File: src/rtl/json_tick_field_decoder_top_macros.svh
// Assertion helpers for the tick field decoder.
`ifndef JSON_TICK_FIELD_DECODER_TOP_MACROS_SVH
`define JSON_TICK_FIELD_DECODER_TOP_MACROS_SVH
`ifndef SYNTHESIS
// prop must hold at every clock edge outside reset
`define JTFD_ASSERT(label, clk, rst_n, prop, msg) \
    label: assert property (@(posedge clk) disable iff (!rst_n) (prop)) else $error(msg);
// cond must never be true outside reset
`define JTFD_ASSERT_NEVER(label, clk, rst_n, cond, msg) \
    label: assert property (@(posedge clk) disable iff (!rst_n) !(cond)) else $error(msg);
`else
`define JTFD_ASSERT(label, clk, rst_n, prop, msg)
`define JTFD_ASSERT_NEVER(label, clk, rst_n, cond, msg)
`endif
`endif

File: src/rtl/jtfd_pkg.sv
`timescale 1ns / 1ps
package jtfd_pkg;

    localparam int KEY_NUM = 4;

    // largest magnitude that may still take another digit without overflow
    localparam logic [63:0] MAG_LIM = 64'd922337203685477580;
    localparam logic [63:0] MAG_TOP = 64'h8000_0000_0000_0000;
    localparam logic [63:0] POS_MAX = 64'h7FFF_FFFF_FFFF_FFFF;

    localparam logic [7:0] CH_QUOTE = 8'h22;
    localparam logic [7:0] CH_COLON = 8'h3A;
    localparam logic [7:0] CH_SPACE = 8'h20;
    localparam logic [7:0] CH_TAB   = 8'h09;
    localparam logic [7:0] CH_PLUS  = 8'h2B;
    localparam logic [7:0] CH_MINUS = 8'h2D;
    localparam logic [7:0] CH_NUL   = 8'h00;

    typedef enum logic [6:0] {
        PH_SEARCH = 7'b0000001,
        PH_SEP    = 7'b0000010,
        PH_WS     = 7'b0000100,
        PH_SIGN   = 7'b0001000,
        PH_DIGITS = 7'b0010000,
        PH_DONE   = 7'b0100000,
        PH_FAILED = 7'b1000000
    } t_phase;

    // one classified byte, front to back
    typedef struct packed {
        logic [7:0] data;
        logic       text;
        logic       is_digit;
        logic       is_ws;
        logic       is_sep;
        logic       is_sign;
        logic       is_minus;
        logic       is_quote;
        logic       last;
    } t_cls;

    // per-key state captured at the end of a message
    typedef struct packed {
        logic [KEY_NUM-1:0]       ok;
        logic [KEY_NUM-1:0]       neg;
        logic [KEY_NUM-1:0]       ovf;
        logic [KEY_NUM-1:0][63:0] mag;
    } t_snap;

    function automatic logic [3:0] key_len(input logic [1:0] k);
        logic [3:0] len;
        case (k)
            2'd0:    len = 4'd11;
            2'd1:    len = 4'd7;
            2'd2:    len = 4'd8;
            default: len = 4'd4;
        endcase
        return len;
    endfunction

    function automatic logic [7:0] key_char(input logic [1:0] k, input logic [3:0] p);
        logic [7:0] ch;
        ch = CH_QUOTE;
        case (k)
            2'd0: begin
                case (p)
                    4'd1:    ch = "s";
                    4'd2:    ch = "y";
                    4'd3:    ch = "m";
                    4'd4:    ch = "b";
                    4'd5:    ch = "o";
                    4'd6:    ch = "l";
                    4'd7:    ch = "_";
                    4'd8:    ch = "i";
                    4'd9:    ch = "d";
                    default: ch = CH_QUOTE;
                endcase
            end
            2'd1: begin
                case (p)
                    4'd1:    ch = "p";
                    4'd2:    ch = "r";
                    4'd3:    ch = "i";
                    4'd4:    ch = "c";
                    4'd5:    ch = "e";
                    default: ch = CH_QUOTE;
                endcase
            end
            2'd2: begin
                case (p)
                    4'd1:    ch = "v";
                    4'd2:    ch = "o";
                    4'd3:    ch = "l";
                    4'd4:    ch = "u";
                    4'd5:    ch = "m";
                    4'd6:    ch = "e";
                    default: ch = CH_QUOTE;
                endcase
            end
            default: begin
                case (p)
                    4'd1:    ch = "t";
                    4'd2:    ch = "s";
                    default: ch = CH_QUOTE;
                endcase
            end
        endcase
        return ch;
    endfunction

endpackage

File: src/rtl/jtfd_fifo.sv
`timescale 1ns / 1ps
`include "json_tick_field_decoder_top_macros.svh"
module jtfd_fifo
    import jtfd_pkg::*;
#(
    parameter int DEPTH = 4
) (
    input  logic i_clk,
    input  logic i_rst_n,
    input  logic i_wr,
    input  t_cls i_wdata,
    output logic o_full,
    input  logic i_rd,
    output t_cls o_rdata,
    output logic o_empty
);
    localparam int AW = (DEPTH > 1) ? $clog2(DEPTH) : 1;
    localparam int CW = $clog2(DEPTH + 1);

    t_cls r_mem [DEPTH];
    logic [AW-1:0] r_wptr, n_wptr;
    logic [AW-1:0] r_rptr, n_rptr;
    logic [CW-1:0] r_count, n_count;

    always_comb begin
        n_wptr = r_wptr;
        n_rptr = r_rptr;
        n_count = r_count;
        if (i_wr) begin
            n_wptr = (r_wptr == AW'(DEPTH - 1)) ? '0 : r_wptr + AW'(1);
        end
        if (i_rd) begin
            n_rptr = (r_rptr == AW'(DEPTH - 1)) ? '0 : r_rptr + AW'(1);
        end
        if (i_wr && !i_rd) begin
            n_count = r_count + CW'(1);
        end else if (!i_wr && i_rd) begin
            n_count = r_count - CW'(1);
        end
    end

    always_ff @(posedge i_clk) begin
        if (!i_rst_n) begin
            r_wptr <= '0;
            r_rptr <= '0;
            r_count <= '0;
        end else begin
            r_wptr <= n_wptr;
            r_rptr <= n_rptr;
            r_count <= n_count;
        end
    end

    always_ff @(posedge i_clk) begin
        if (i_wr) begin
            r_mem[r_wptr] <= i_wdata;
        end
    end

    assign o_rdata = r_mem[r_rptr];
    assign o_full  = (r_count == CW'(DEPTH));
    assign o_empty = (r_count == '0);

    `JTFD_ASSERT_NEVER(a_fifo_overfill, i_clk, i_rst_n, r_count > CW'(DEPTH), "fifo count beyond depth")
    `JTFD_ASSERT(a_fifo_count_up, i_clk, i_rst_n, (i_wr && !i_rd) |=> (r_count == $past(r_count) + CW'(1)), "fifo count did not advance on write")

endmodule

File: src/rtl/jtfd_front.sv
`timescale 1ns / 1ps
module jtfd_front
    import jtfd_pkg::*;
#(
    parameter int MAX_MESSAGE_BYTES = 4096
) (
    input  logic       i_clk,
    input  logic       i_rst_n,
    input  logic       i_accept,
    input  logic [7:0] i_data_byte,
    input  logic       i_last_byte,
    output t_cls       o_cls
);
    localparam int CW = $clog2(MAX_MESSAGE_BYTES);

    logic [CW-1:0] r_count, n_count;
    logic          r_ended, n_ended;
    logic          w_open;
    logic          w_digit;

    // text window still open: no NUL seen and room left under the byte limit
    assign w_open  = !r_ended && (r_count < CW'(MAX_MESSAGE_BYTES - 1));
    assign w_digit = (i_data_byte >= "0") && (i_data_byte <= "9");

    always_comb begin
        o_cls.data     = i_data_byte;
        o_cls.text     = w_open && (i_data_byte != CH_NUL);
        o_cls.is_digit = w_digit;
        o_cls.is_ws    = (i_data_byte == CH_SPACE) ||
                         ((i_data_byte >= 8'h09) && (i_data_byte <= 8'h0D));
        o_cls.is_sep   = (i_data_byte == CH_SPACE) || (i_data_byte == CH_TAB) ||
                         (i_data_byte == CH_COLON);
        o_cls.is_sign  = (i_data_byte == CH_PLUS) || (i_data_byte == CH_MINUS);
        o_cls.is_minus = (i_data_byte == CH_MINUS);
        o_cls.is_quote = (i_data_byte == CH_QUOTE);
        o_cls.last     = i_last_byte;
    end

    always_comb begin
        n_count = r_count;
        n_ended = r_ended;
        if (i_accept) begin
            if (i_last_byte) begin
                n_count = '0;
                n_ended = 1'b0;
            end else if (w_open) begin
                if (i_data_byte == CH_NUL) begin
                    n_ended = 1'b1;
                end else begin
                    n_count = r_count + CW'(1);
                end
            end
        end
    end

    always_ff @(posedge i_clk) begin
        if (!i_rst_n) begin
            r_count <= '0;
            r_ended <= 1'b0;
        end else begin
            r_count <= n_count;
            r_ended <= n_ended;
        end
    end

endmodule

File: src/rtl/jtfd_back.sv
`timescale 1ns / 1ps
`include "json_tick_field_decoder_top_macros.svh"
module jtfd_back
    import jtfd_pkg::*;
(
    input  logic  i_clk,
    input  logic  i_rst_n,
    input  logic  i_fifo_empty,
    input  t_cls  i_head,
    output logic  o_fifo_rd,
    output logic  o_snap_valid,
    output t_snap o_snap,
    input  logic  i_snap_ready
);
    logic w_msg_end;

    wire logic [KEY_NUM-1:0]       w_ok;
    wire logic [KEY_NUM-1:0]       w_neg;
    wire logic [KEY_NUM-1:0]       w_ovf;
    wire logic [KEY_NUM-1:0][63:0] w_mag;

    // a last byte waits here until the result stage has room
    assign o_fifo_rd    = !i_fifo_empty && (!i_head.last || i_snap_ready);
    assign w_msg_end    = o_fifo_rd && i_head.last;
    assign o_snap_valid = w_msg_end;

    assign o_snap.ok  = w_ok;
    assign o_snap.neg = w_neg;
    assign o_snap.ovf = w_ovf;
    assign o_snap.mag = w_mag;

    for (genvar k = 0; k < KEY_NUM; k++) begin : g_key
        localparam logic [3:0] KEY_LEN = key_len(2'(k));

        logic [3:0]  r_prog, n_prog;
        t_phase      r_phase, n_phase;
        logic [63:0] r_mag, n_mag;
        logic        r_neg, n_neg;
        logic        r_ovf, n_ovf;
        logic        w_take_ws;
        logic        w_add;

        always_comb begin
            n_prog = r_prog;
            n_phase = r_phase;
            n_mag = r_mag;
            n_neg = r_neg;
            n_ovf = r_ovf;
            w_take_ws = 1'b0;
            w_add = 1'b0;
            if (i_head.text) begin
                case (r_phase)
                    PH_SEARCH: begin
                        if ((r_prog < KEY_LEN) && (i_head.data == key_char(2'(k), r_prog))) begin
                            n_prog = r_prog + 4'd1;
                        end else begin
                            // keys carry quotes only at their ends
                            n_prog = i_head.is_quote ? 4'd1 : 4'd0;
                        end
                        if (n_prog == KEY_LEN) begin
                            n_phase = PH_SEP;
                        end
                    end
                    PH_SEP: begin
                        if (!i_head.is_sep) begin
                            w_take_ws = 1'b1;
                        end
                    end
                    PH_WS: begin
                        w_take_ws = 1'b1;
                    end
                    PH_SIGN: begin
                        if (i_head.is_digit) begin
                            w_add = 1'b1;
                            n_phase = PH_DIGITS;
                        end else begin
                            n_phase = PH_FAILED;
                        end
                    end
                    PH_DIGITS: begin
                        if (i_head.is_digit) begin
                            w_add = 1'b1;
                        end else begin
                            n_phase = PH_DONE;
                        end
                    end
                    default: begin
                    end
                endcase
                if (w_take_ws) begin
                    if (i_head.is_ws) begin
                        n_phase = PH_WS;
                    end else if (i_head.is_sign) begin
                        n_neg = i_head.is_minus;
                        n_phase = PH_SIGN;
                    end else if (i_head.is_digit) begin
                        w_add = 1'b1;
                        n_phase = PH_DIGITS;
                    end else begin
                        n_phase = PH_FAILED;
                    end
                end
                if (w_add && !r_ovf) begin
                    if ((r_mag > MAG_LIM) || ((r_mag == MAG_LIM) && (i_head.data[3:0] == 4'd9))) begin
                        n_ovf = 1'b1;
                    end else begin
                        n_mag = (r_mag << 3) + (r_mag << 1) + {60'd0, i_head.data[3:0]};
                    end
                end
            end
        end

        always_ff @(posedge i_clk) begin
            if (!i_rst_n || w_msg_end) begin
                r_prog <= '0;
                r_phase <= PH_SEARCH;
                r_mag <= '0;
                r_neg <= 1'b0;
                r_ovf <= 1'b0;
            end else if (o_fifo_rd) begin
                r_prog <= n_prog;
                r_phase <= n_phase;
                r_mag <= n_mag;
                r_neg <= n_neg;
                r_ovf <= n_ovf;
            end
        end

        assign w_ok[k]  = (n_phase == PH_DIGITS) || (n_phase == PH_DONE);
        assign w_neg[k] = n_neg;
        assign w_ovf[k] = n_ovf;
        assign w_mag[k] = n_mag;

        `JTFD_ASSERT_NEVER(a_search_prog, i_clk, i_rst_n, (r_phase == PH_SEARCH) && (r_prog >= KEY_LEN), "key progress reached its length while searching")
        `JTFD_ASSERT(a_msg_restart, i_clk, i_rst_n, w_msg_end |=> ((r_phase == PH_SEARCH) && (r_prog == 4'd0)), "key state not cleared after message end")
    end

endmodule

File: src/rtl/jtfd_out.sv
`timescale 1ns / 1ps
`include "json_tick_field_decoder_top_macros.svh"
module jtfd_out
    import jtfd_pkg::*;
(
    input  logic        i_clk,
    input  logic        i_rst_n,
    input  logic        i_snap_valid,
    input  t_snap       i_snap,
    output logic        o_snap_ready,
    input  logic        i_pop,
    output logic        o_empty,
    output logic        o_decoded_ok,
    output logic [KEY_NUM-1:0][63:0] o_val
);
    t_snap r_fin;
    logic  r_fin_valid;
    logic  w_fin_adv;
    logic  w_ok;

    logic                     r_out_valid;
    logic                     r_out_ok;
    logic [KEY_NUM-1:0][63:0] r_out_val;
    logic [KEY_NUM-1:0][63:0] n_out_val;

    function automatic logic [63:0] key_value(input logic ok, input logic neg,
                                              input logic ovf, input logic [63:0] mag);
        logic [63:0] v;
        if (!ok) begin
            v = '0;
        end else if (neg) begin
            v = ovf ? MAG_TOP : (64'd0 - mag);
        end else if (ovf || mag[63]) begin
            v = POS_MAX;
        end else begin
            v = mag;
        end
        return v;
    endfunction

    assign w_fin_adv    = r_fin_valid && (!r_out_valid || i_pop);
    assign o_snap_ready = !r_fin_valid || w_fin_adv;
    assign w_ok         = r_fin.ok[0] && r_fin.ok[1] && r_fin.ok[2];

    always_comb begin
        for (int k = 0; k < KEY_NUM; k++) begin
            n_out_val[k] = w_ok ?
                key_value(r_fin.ok[k], r_fin.neg[k], r_fin.ovf[k], r_fin.mag[k]) : '0;
        end
    end

    always_ff @(posedge i_clk) begin
        if (!i_rst_n) begin
            r_fin_valid <= 1'b0;
            r_out_valid <= 1'b0;
        end else begin
            if (i_snap_valid) begin
                r_fin_valid <= 1'b1;
            end else if (w_fin_adv) begin
                r_fin_valid <= 1'b0;
            end
            if (w_fin_adv) begin
                r_out_valid <= 1'b1;
            end else if (i_pop) begin
                r_out_valid <= 1'b0;
            end
        end
    end

    always_ff @(posedge i_clk) begin
        if (i_snap_valid) begin
            r_fin <= i_snap;
        end
        if (w_fin_adv) begin
            r_out_ok <= w_ok;
            r_out_val <= n_out_val;
        end
    end

    assign o_empty      = !r_out_valid;
    assign o_decoded_ok = r_out_ok;
    assign o_val        = r_out_val;

    `JTFD_ASSERT(a_fail_zero, i_clk, i_rst_n, (r_out_valid && !r_out_ok) |-> (r_out_val == '0), "failed decode with nonzero fields")
    `JTFD_ASSERT(a_fin_moves, i_clk, i_rst_n, (r_fin_valid && !r_out_valid) |=> r_out_valid, "finished message did not reach the output register")

endmodule

File: src/rtl/json_tick_field_decoder_top.sv
`timescale 1ns / 1ps
// Tick field decoder: takes one message text byte per cycle (push/full) and,
// for each byte marked last, returns one result (empty/pop) with decoded_ok and
// the instrument id, price, volume and timestamp values. A classifier front end
// marks every byte and tracks the NUL / length limit, a 4-entry queue decouples
// it from the key matchers, which consume one byte per cycle, so the sustained
// rate is one byte per cycle while no last byte waits for result room. With the
// queue otherwise empty, a last byte is read by the matchers, their state goes
// to the finished-message register and then to the value formatting register on
// the output. Two finished messages can wait for pop; a further last byte holds
// in the queue until one is taken, and push sees full at 4 queue entries.
module json_tick_field_decoder_top
    import jtfd_pkg::*;
#(
    parameter int MAX_MESSAGE_BYTES = 4096
) (
    input  logic               i_clk,
    input  logic               i_rst_n,
    input  logic               push,
    output logic               full,
    input  logic [7:0]         i_data_byte,
    input  logic               i_last_byte,
    output logic               empty,
    input  logic               pop,
    output logic               o_decoded_ok,
    output logic signed [63:0] o_instr_id,
    output logic signed [63:0] o_price,
    output logic signed [63:0] o_volume,
    output logic signed [63:0] o_timestamp
);
    logic  w_accept;
    t_cls  w_cls;
    t_cls  w_head;
    logic  w_fifo_rd;
    logic  w_fifo_empty;
    logic  w_snap_valid;
    logic  w_snap_ready;
    t_snap w_snap;
    logic [KEY_NUM-1:0][63:0] w_val;

    assign w_accept = push && !full;

    jtfd_front #(
        .MAX_MESSAGE_BYTES(MAX_MESSAGE_BYTES)
    ) u_front (
        .i_clk      (i_clk),
        .i_rst_n    (i_rst_n),
        .i_accept   (w_accept),
        .i_data_byte(i_data_byte),
        .i_last_byte(i_last_byte),
        .o_cls      (w_cls)
    );

    jtfd_fifo #(
        .DEPTH(4)
    ) u_fifo (
        .i_clk  (i_clk),
        .i_rst_n(i_rst_n),
        .i_wr   (w_accept),
        .i_wdata(w_cls),
        .o_full (full),
        .i_rd   (w_fifo_rd),
        .o_rdata(w_head),
        .o_empty(w_fifo_empty)
    );

    jtfd_back u_back (
        .i_clk       (i_clk),
        .i_rst_n     (i_rst_n),
        .i_fifo_empty(w_fifo_empty),
        .i_head      (w_head),
        .o_fifo_rd   (w_fifo_rd),
        .o_snap_valid(w_snap_valid),
        .o_snap      (w_snap),
        .i_snap_ready(w_snap_ready)
    );

    jtfd_out u_out (
        .i_clk       (i_clk),
        .i_rst_n     (i_rst_n),
        .i_snap_valid(w_snap_valid),
        .i_snap      (w_snap),
        .o_snap_ready(w_snap_ready),
        .i_pop       (pop),
        .o_empty     (empty),
        .o_decoded_ok(o_decoded_ok),
        .o_val       (w_val)
    );

    assign o_instr_id  = signed'(w_val[0]);
    assign o_price     = signed'(w_val[1]);
    assign o_volume    = signed'(w_val[2]);
    assign o_timestamp = signed'(w_val[3]);

endmodule
File: config.mk
export PLATFORM = sky130hd
export DESIGN_NAME = json_tick_field_decoder_top
export DESIGN_NICKNAME = d
export VERILOG_FILES = /design/src/rtl/jtfd_pkg.sv /design/src/rtl/jtfd_fifo.sv /design/src/rtl/jtfd_front.sv /design/src/rtl/jtfd_back.sv /design/src/rtl/jtfd_out.sv /design/src/rtl/json_tick_field_decoder_top.sv
export VERILOG_INCLUDE_DIRS = /design/src /design/src/rtl
export SDC_FILE = /design/constraint.sdc
export NUM_CORES = 2
export LEC_CHECK = 0
export ABC_AREA = 1
export BUFFER_PORTS_ARGS = -buffer_cell sky130_fd_sc_hd__buf_2
export CELL_PAD_IN_SITES_DETAIL_PLACEMENT = 1
export CELL_PAD_IN_SITES_GLOBAL_PLACEMENT = 1
export CORE_ASPECT_RATIO = 1.25
export CORE_MARGIN = 3
export CORE_UTILIZATION = 46
export DETAILED_ROUTE_END_ITERATION = 6
export GPL_ROUTABILITY_DRIVEN = 1
export GPL_TIMING_DRIVEN = 0
export PLACE_DENSITY = 0.8
export SETUP_SLACK_MARGIN = 0.3
export SYNTH_ARGS = -nofsm -noshare
export SYNTH_HDL_FRONTEND = slang
export SYNTH_SLANG_ARGS = --single-unit
File: constraint.sdc
create_clock -name i_clk -period 23.7 [get_ports i_clk]
set_input_delay 4.74 -clock i_clk [delete_from_list [all_inputs] [get_ports i_clk]]
set_output_delay 4.74 -clock i_clk [all_outputs]
set_load 0.05 [all_outputs]
==> key figures <==
STA
  • Sum Neg Setup Slack: 0 ps
  • Hold slack: about 460 ps
  • Period utilization: 0.317
  • Setup Skew: approximately 56 ps
  • Relative slew slack: -0.0224
  • Peak Freq: 133 MHz
  • Min cycle time layout: 7510 ps
  • Final worst slack: ~16,000 ps
  • Max-slew violations: 11
  • Final setup viols: 0
  • RSZ-0062 raised after global routing: false
  • Slew at the pin closest to its max-slew limit: ~1500 ps
  • Final hold violation count: 0

Clock network
  • Post_cts resized: 0
  • CTS root buffer: clkbuf_16
  • Max Root-Sink Buffers: 3
  • CTS tree: done
  • Clk slew on worst S/H paths: around 60 ps
  • TritonCTS Sinks: between 900 and 1,000
  • Clock Latency Late Sink: a little under 800 ps
  • Number of buffers created by CTS: between 90 and 100
  • CTS Hold Bufs: 0
  • Setup bufs post-CTS: 0
  • Clock H-tree levels: 3

Drt
  • Highest Signal Layer: met5
  • Metal3 WL: around 17,000 microns
  • Routed len/inst: around 24 microns
  • DRC marker count from the first detailed-route iteration: roughly 5,600
  • Avg Vias per Cell: roughly 6
  • Routed wire length on met2: ~150,000 microns
  • Routed wire length: slightly above 300,000 microns
  • DR vias: between 70,000 and 80,000
  • Residual DRC count: 0
  • Met1 wire length: about 120,000 microns
  • DR pass1 iterations: 5
  • Antenna-violating nets left: 0

Floorplanning
  • Die X-Extent: between 300 and 400 microns
  • Die Height: about 440 microns
  • # IOs: around 270
  • Die footprint: 159,000 sq um
  • Starting Density: 0.464
  • # rows: 160
  • Core area: around 150,000 sq um

Cells and area
  • Area taken by multi-input logic gates: 39,700 sq um
  • Synth-to-Final Area Change: 11.0%
  • Reg area: between 20,000 and 25,000 sq um
  • Share of post-route cells with drive strength above 1: 0.0689
  • Final Net Count: roughly 11,000
  • FILL cells: 20,100

GRT
  • Vias in the first global route: approximately 77,000
  • Largest net degree at the start of global routing: roughly 130
  • Grt ovf: 0
  • First-pass GRT wire length: 463,000 microns
  • GR Util All Layers: 0.381
  • Initial antenna violation count: 16

Placement
  • DP HPWL: approximately 250,000 microns
  • IO Port Bufs: 270
  • Placer Congestion: 1.04
  • Place WS: approximately 16,000 ps

Logic synthesis
  • Post-synth EDFFs: roughly 590
  • Avg Inst Size Synth: 6.89 sq um
  • Sequential area share after synthesis: 0.346
  • Mapped cell area: 70,800 sq um
  • Synth async-reset ratio: 0
  • Synth Flop Type: edfxtp_1
  • Yosys warning count: 0
  • Netlist cell types: 70
  • Syn nets: about 11,000
  • Gate Count Post-Synth: a little over 10,000
  • Yosys reg bits: between 900 and 1,000

Critical path
  • Cell Chain, Critical Path: buf_2 > inv_1 > nand2_1 > nor2_1 > nand2_1 > nand2_4 > inv_2 > nand2_2 > nand2_2 > buf_4 > clkbuf_1 > a21oi_1 > nand2_1 > inv_1
  • CP max stage cell: clkbuf_1
  • CP Data Required Time: about 24,000 ps
  • Setup CP Type: in2reg
  • Buf/Inv on CP: 6
  • CP dominant cell by count: nand2_1
  • Critical path's top delay family: buffers and inverters
  • Crit path DAT: between 8000 and 9000 ps
  • Crit Path Max Fanout: 10
  • Max incr delay on CP: between 1000 and 1500 ps
  • Endpoint class of the critical path: register
  • CP Launch Type: primary input

Min path
  • HP Class: reg2reg

Pwr
  • Post-route total power: around 11,000 uW
  • Maximum VDD drop: 111 uV
  • Pwr Density: between 100 and 150 nW/um^2
  • Pleak: approximately 0.035 uW

Outcome
  • Status: complete, but fails checks
  • Failing checks: capacitance limit, slew limit

Run
  • Max-Cap Viols: 1
cells in the final DEF (no fill, tap or decap), types with 15 or more instances in the layout:
cell type,n
nand4_1,141
buf_2,329
xnor2_1,32
nand3_1,716
nand2_2,19
a21boi_0,31
o21bai_1,35
nor3_1,198
buf_4,16
edfxtp_1,589
o21ai_1,180
xor2_1,103
nand2_1,2171
clkbuf_1,180
nor4_1,86
nor2_1,1446
a31oi_1,29
a21o_1,28
or2_2,102
a21oi_1,805
clkbuf_16,102
inv_1,1381
clkinv_2,15
inv_2,18
nand3b_1,43
dfxtp_1,339
buf_6,16
o211ai_1,52
ha_1,515
o21ai_0,811
synthesized netlist by cell type, types with 12 or more instances:
| master | count | share of area |
|---|---|---|
| xnor2_1 | 32 | 0.0040 |
| clkbuf_1 | 165 | 0.0088 |
| nand3_1 | 716 | 0.051 |
| ha_1 | 515 | 0.091 |
| nor2_1 | 1450 | 0.077 |
| a21boi_0 | 31 | 0.0033 |
| buf_4 | 16 | 0.0017 |
| a21o_1 | 28 | 0.0030 |
| buf_1 | 12 | 0.00064 |
| inv_2 | 18 | 0.00095 |
| a31oi_1 | 29 | 0.0026 |
| nand3b_1 | 43 | 0.0046 |
| nand4_1 | 141 | 0.012 |
| o21ai_0 | 811 | 0.057 |
| xor2_1 | 103 | 0.013 |
| o21a_1 | 12 | 0.0013 |
| buf_2 | 58 | 0.0041 |
| o21bai_1 | 35 | 0.0037 |
| nor4_1 | 86 | 0.0076 |
| inv_1 | 1382 | 0.073 |
| nand2_1 | 2171 | 0.12 |
| o211ai_1 | 52 | 0.0055 |
| edfxtp_1 | 589 | 0.25 |
| buf_6 | 16 | 0.0025 |
| or2_2 | 102 | 0.0090 |
| nand2_2 | 19 | 0.0017 |
| dfxtp_1 | 339 | 0.096 |
| a21oi_1 | 806 | 0.057 |
| o21ai_1 | 180 | 0.013 |
| nor3_1 | 198 | 0.014 |
where the power goes:
part / switching [uW] / total [uW] / internal [uW]
clock: 738 / 1720 / 978
combinational: 4430 / 6140 / 1720
sequential: 798 / 3320 / 2530
flip-flops by register name, summed over array words and instances (netlist names), 3 cells and up, named ones only:
signal                count
u_back.g_key.r_ovf        4
u_back.g_key.r_neg        4
u_back.g_key.r_phase     28
u_back.g_key.r_mag      256
u_back.g_key.r_prog      16
u_out.r_fin             268
u_fifo.r_count            3
u_front.r_count          12
u_out.o_val             256
u_fifo.r_mem             64
stage by stage:
stage               area (sq um)   util  instances
floorplan                  70800      -      10300
global placement           74600  0.489      12600
detailed placement         74900  0.491      12600
CTS                        78500  0.514      12800
global route               78500  0.515      12800
finish                     78500  0.515      12800
path summary, 6_finish.rpt:
check / startpoint / endpoint / depth (start not counted) / slack (ps)
setup reg to reg: register / u_out.r_fin[63]$_DFFE_PP_ / 20 / 18380
hold / removal: u_back.g_key[3].r_prog[3]$_SDFFE_PP0P_ / u_back.g_key[3].r_prog[3]$_SDFFE_PP0P_ / 2 / 460
setup / recovery: pop / u_back.g_key[0].r_mag[36]$_SDFFE_PP0P_ / 14 / 16190
hold reg to reg: u_back.g_key[3].r_prog[3]$_SDFFE_PP0P_ / u_back.g_key[3].r_prog[3]$_SDFFE_PP0P_ / 2 / 460
layer usage:
layer / up-vias / track usage
met5: - / 0
met4: 4 / 0.219
met3: 815 / 0.0433
met2: 2520 / 0.660
met1: 36600 / 0.454
li1: 35000 / -
tightest hold or removal path, cell delays in order, from the launching register on:
cell and delay (ps):
dfxtp_1 310, nand2_1 70, nor2_1 40
cell families after synthesis:
logic type,count (synthesis),share of synthesized area
simple gates,4990,0.300
compound gates,2024,0.151
buf+inv,1674,0.0930
flops,928,0.346
fa+ha+maj,524,0.0936
xor+xnor,135,0.0167
cell type report:
class                      instances  area share
multi-input combinational       7673       0.506
sequential                       928       0.312
inverter                        1404      0.0673
clock buffer                     125      0.0345
tap                             2025      0.0323
timing repair buffer             283      0.0208
buffer                           270      0.0166
clock inverter                    62      0.0109
antenna                            3   0.0000956
Power figures use the tool's default switching activity.
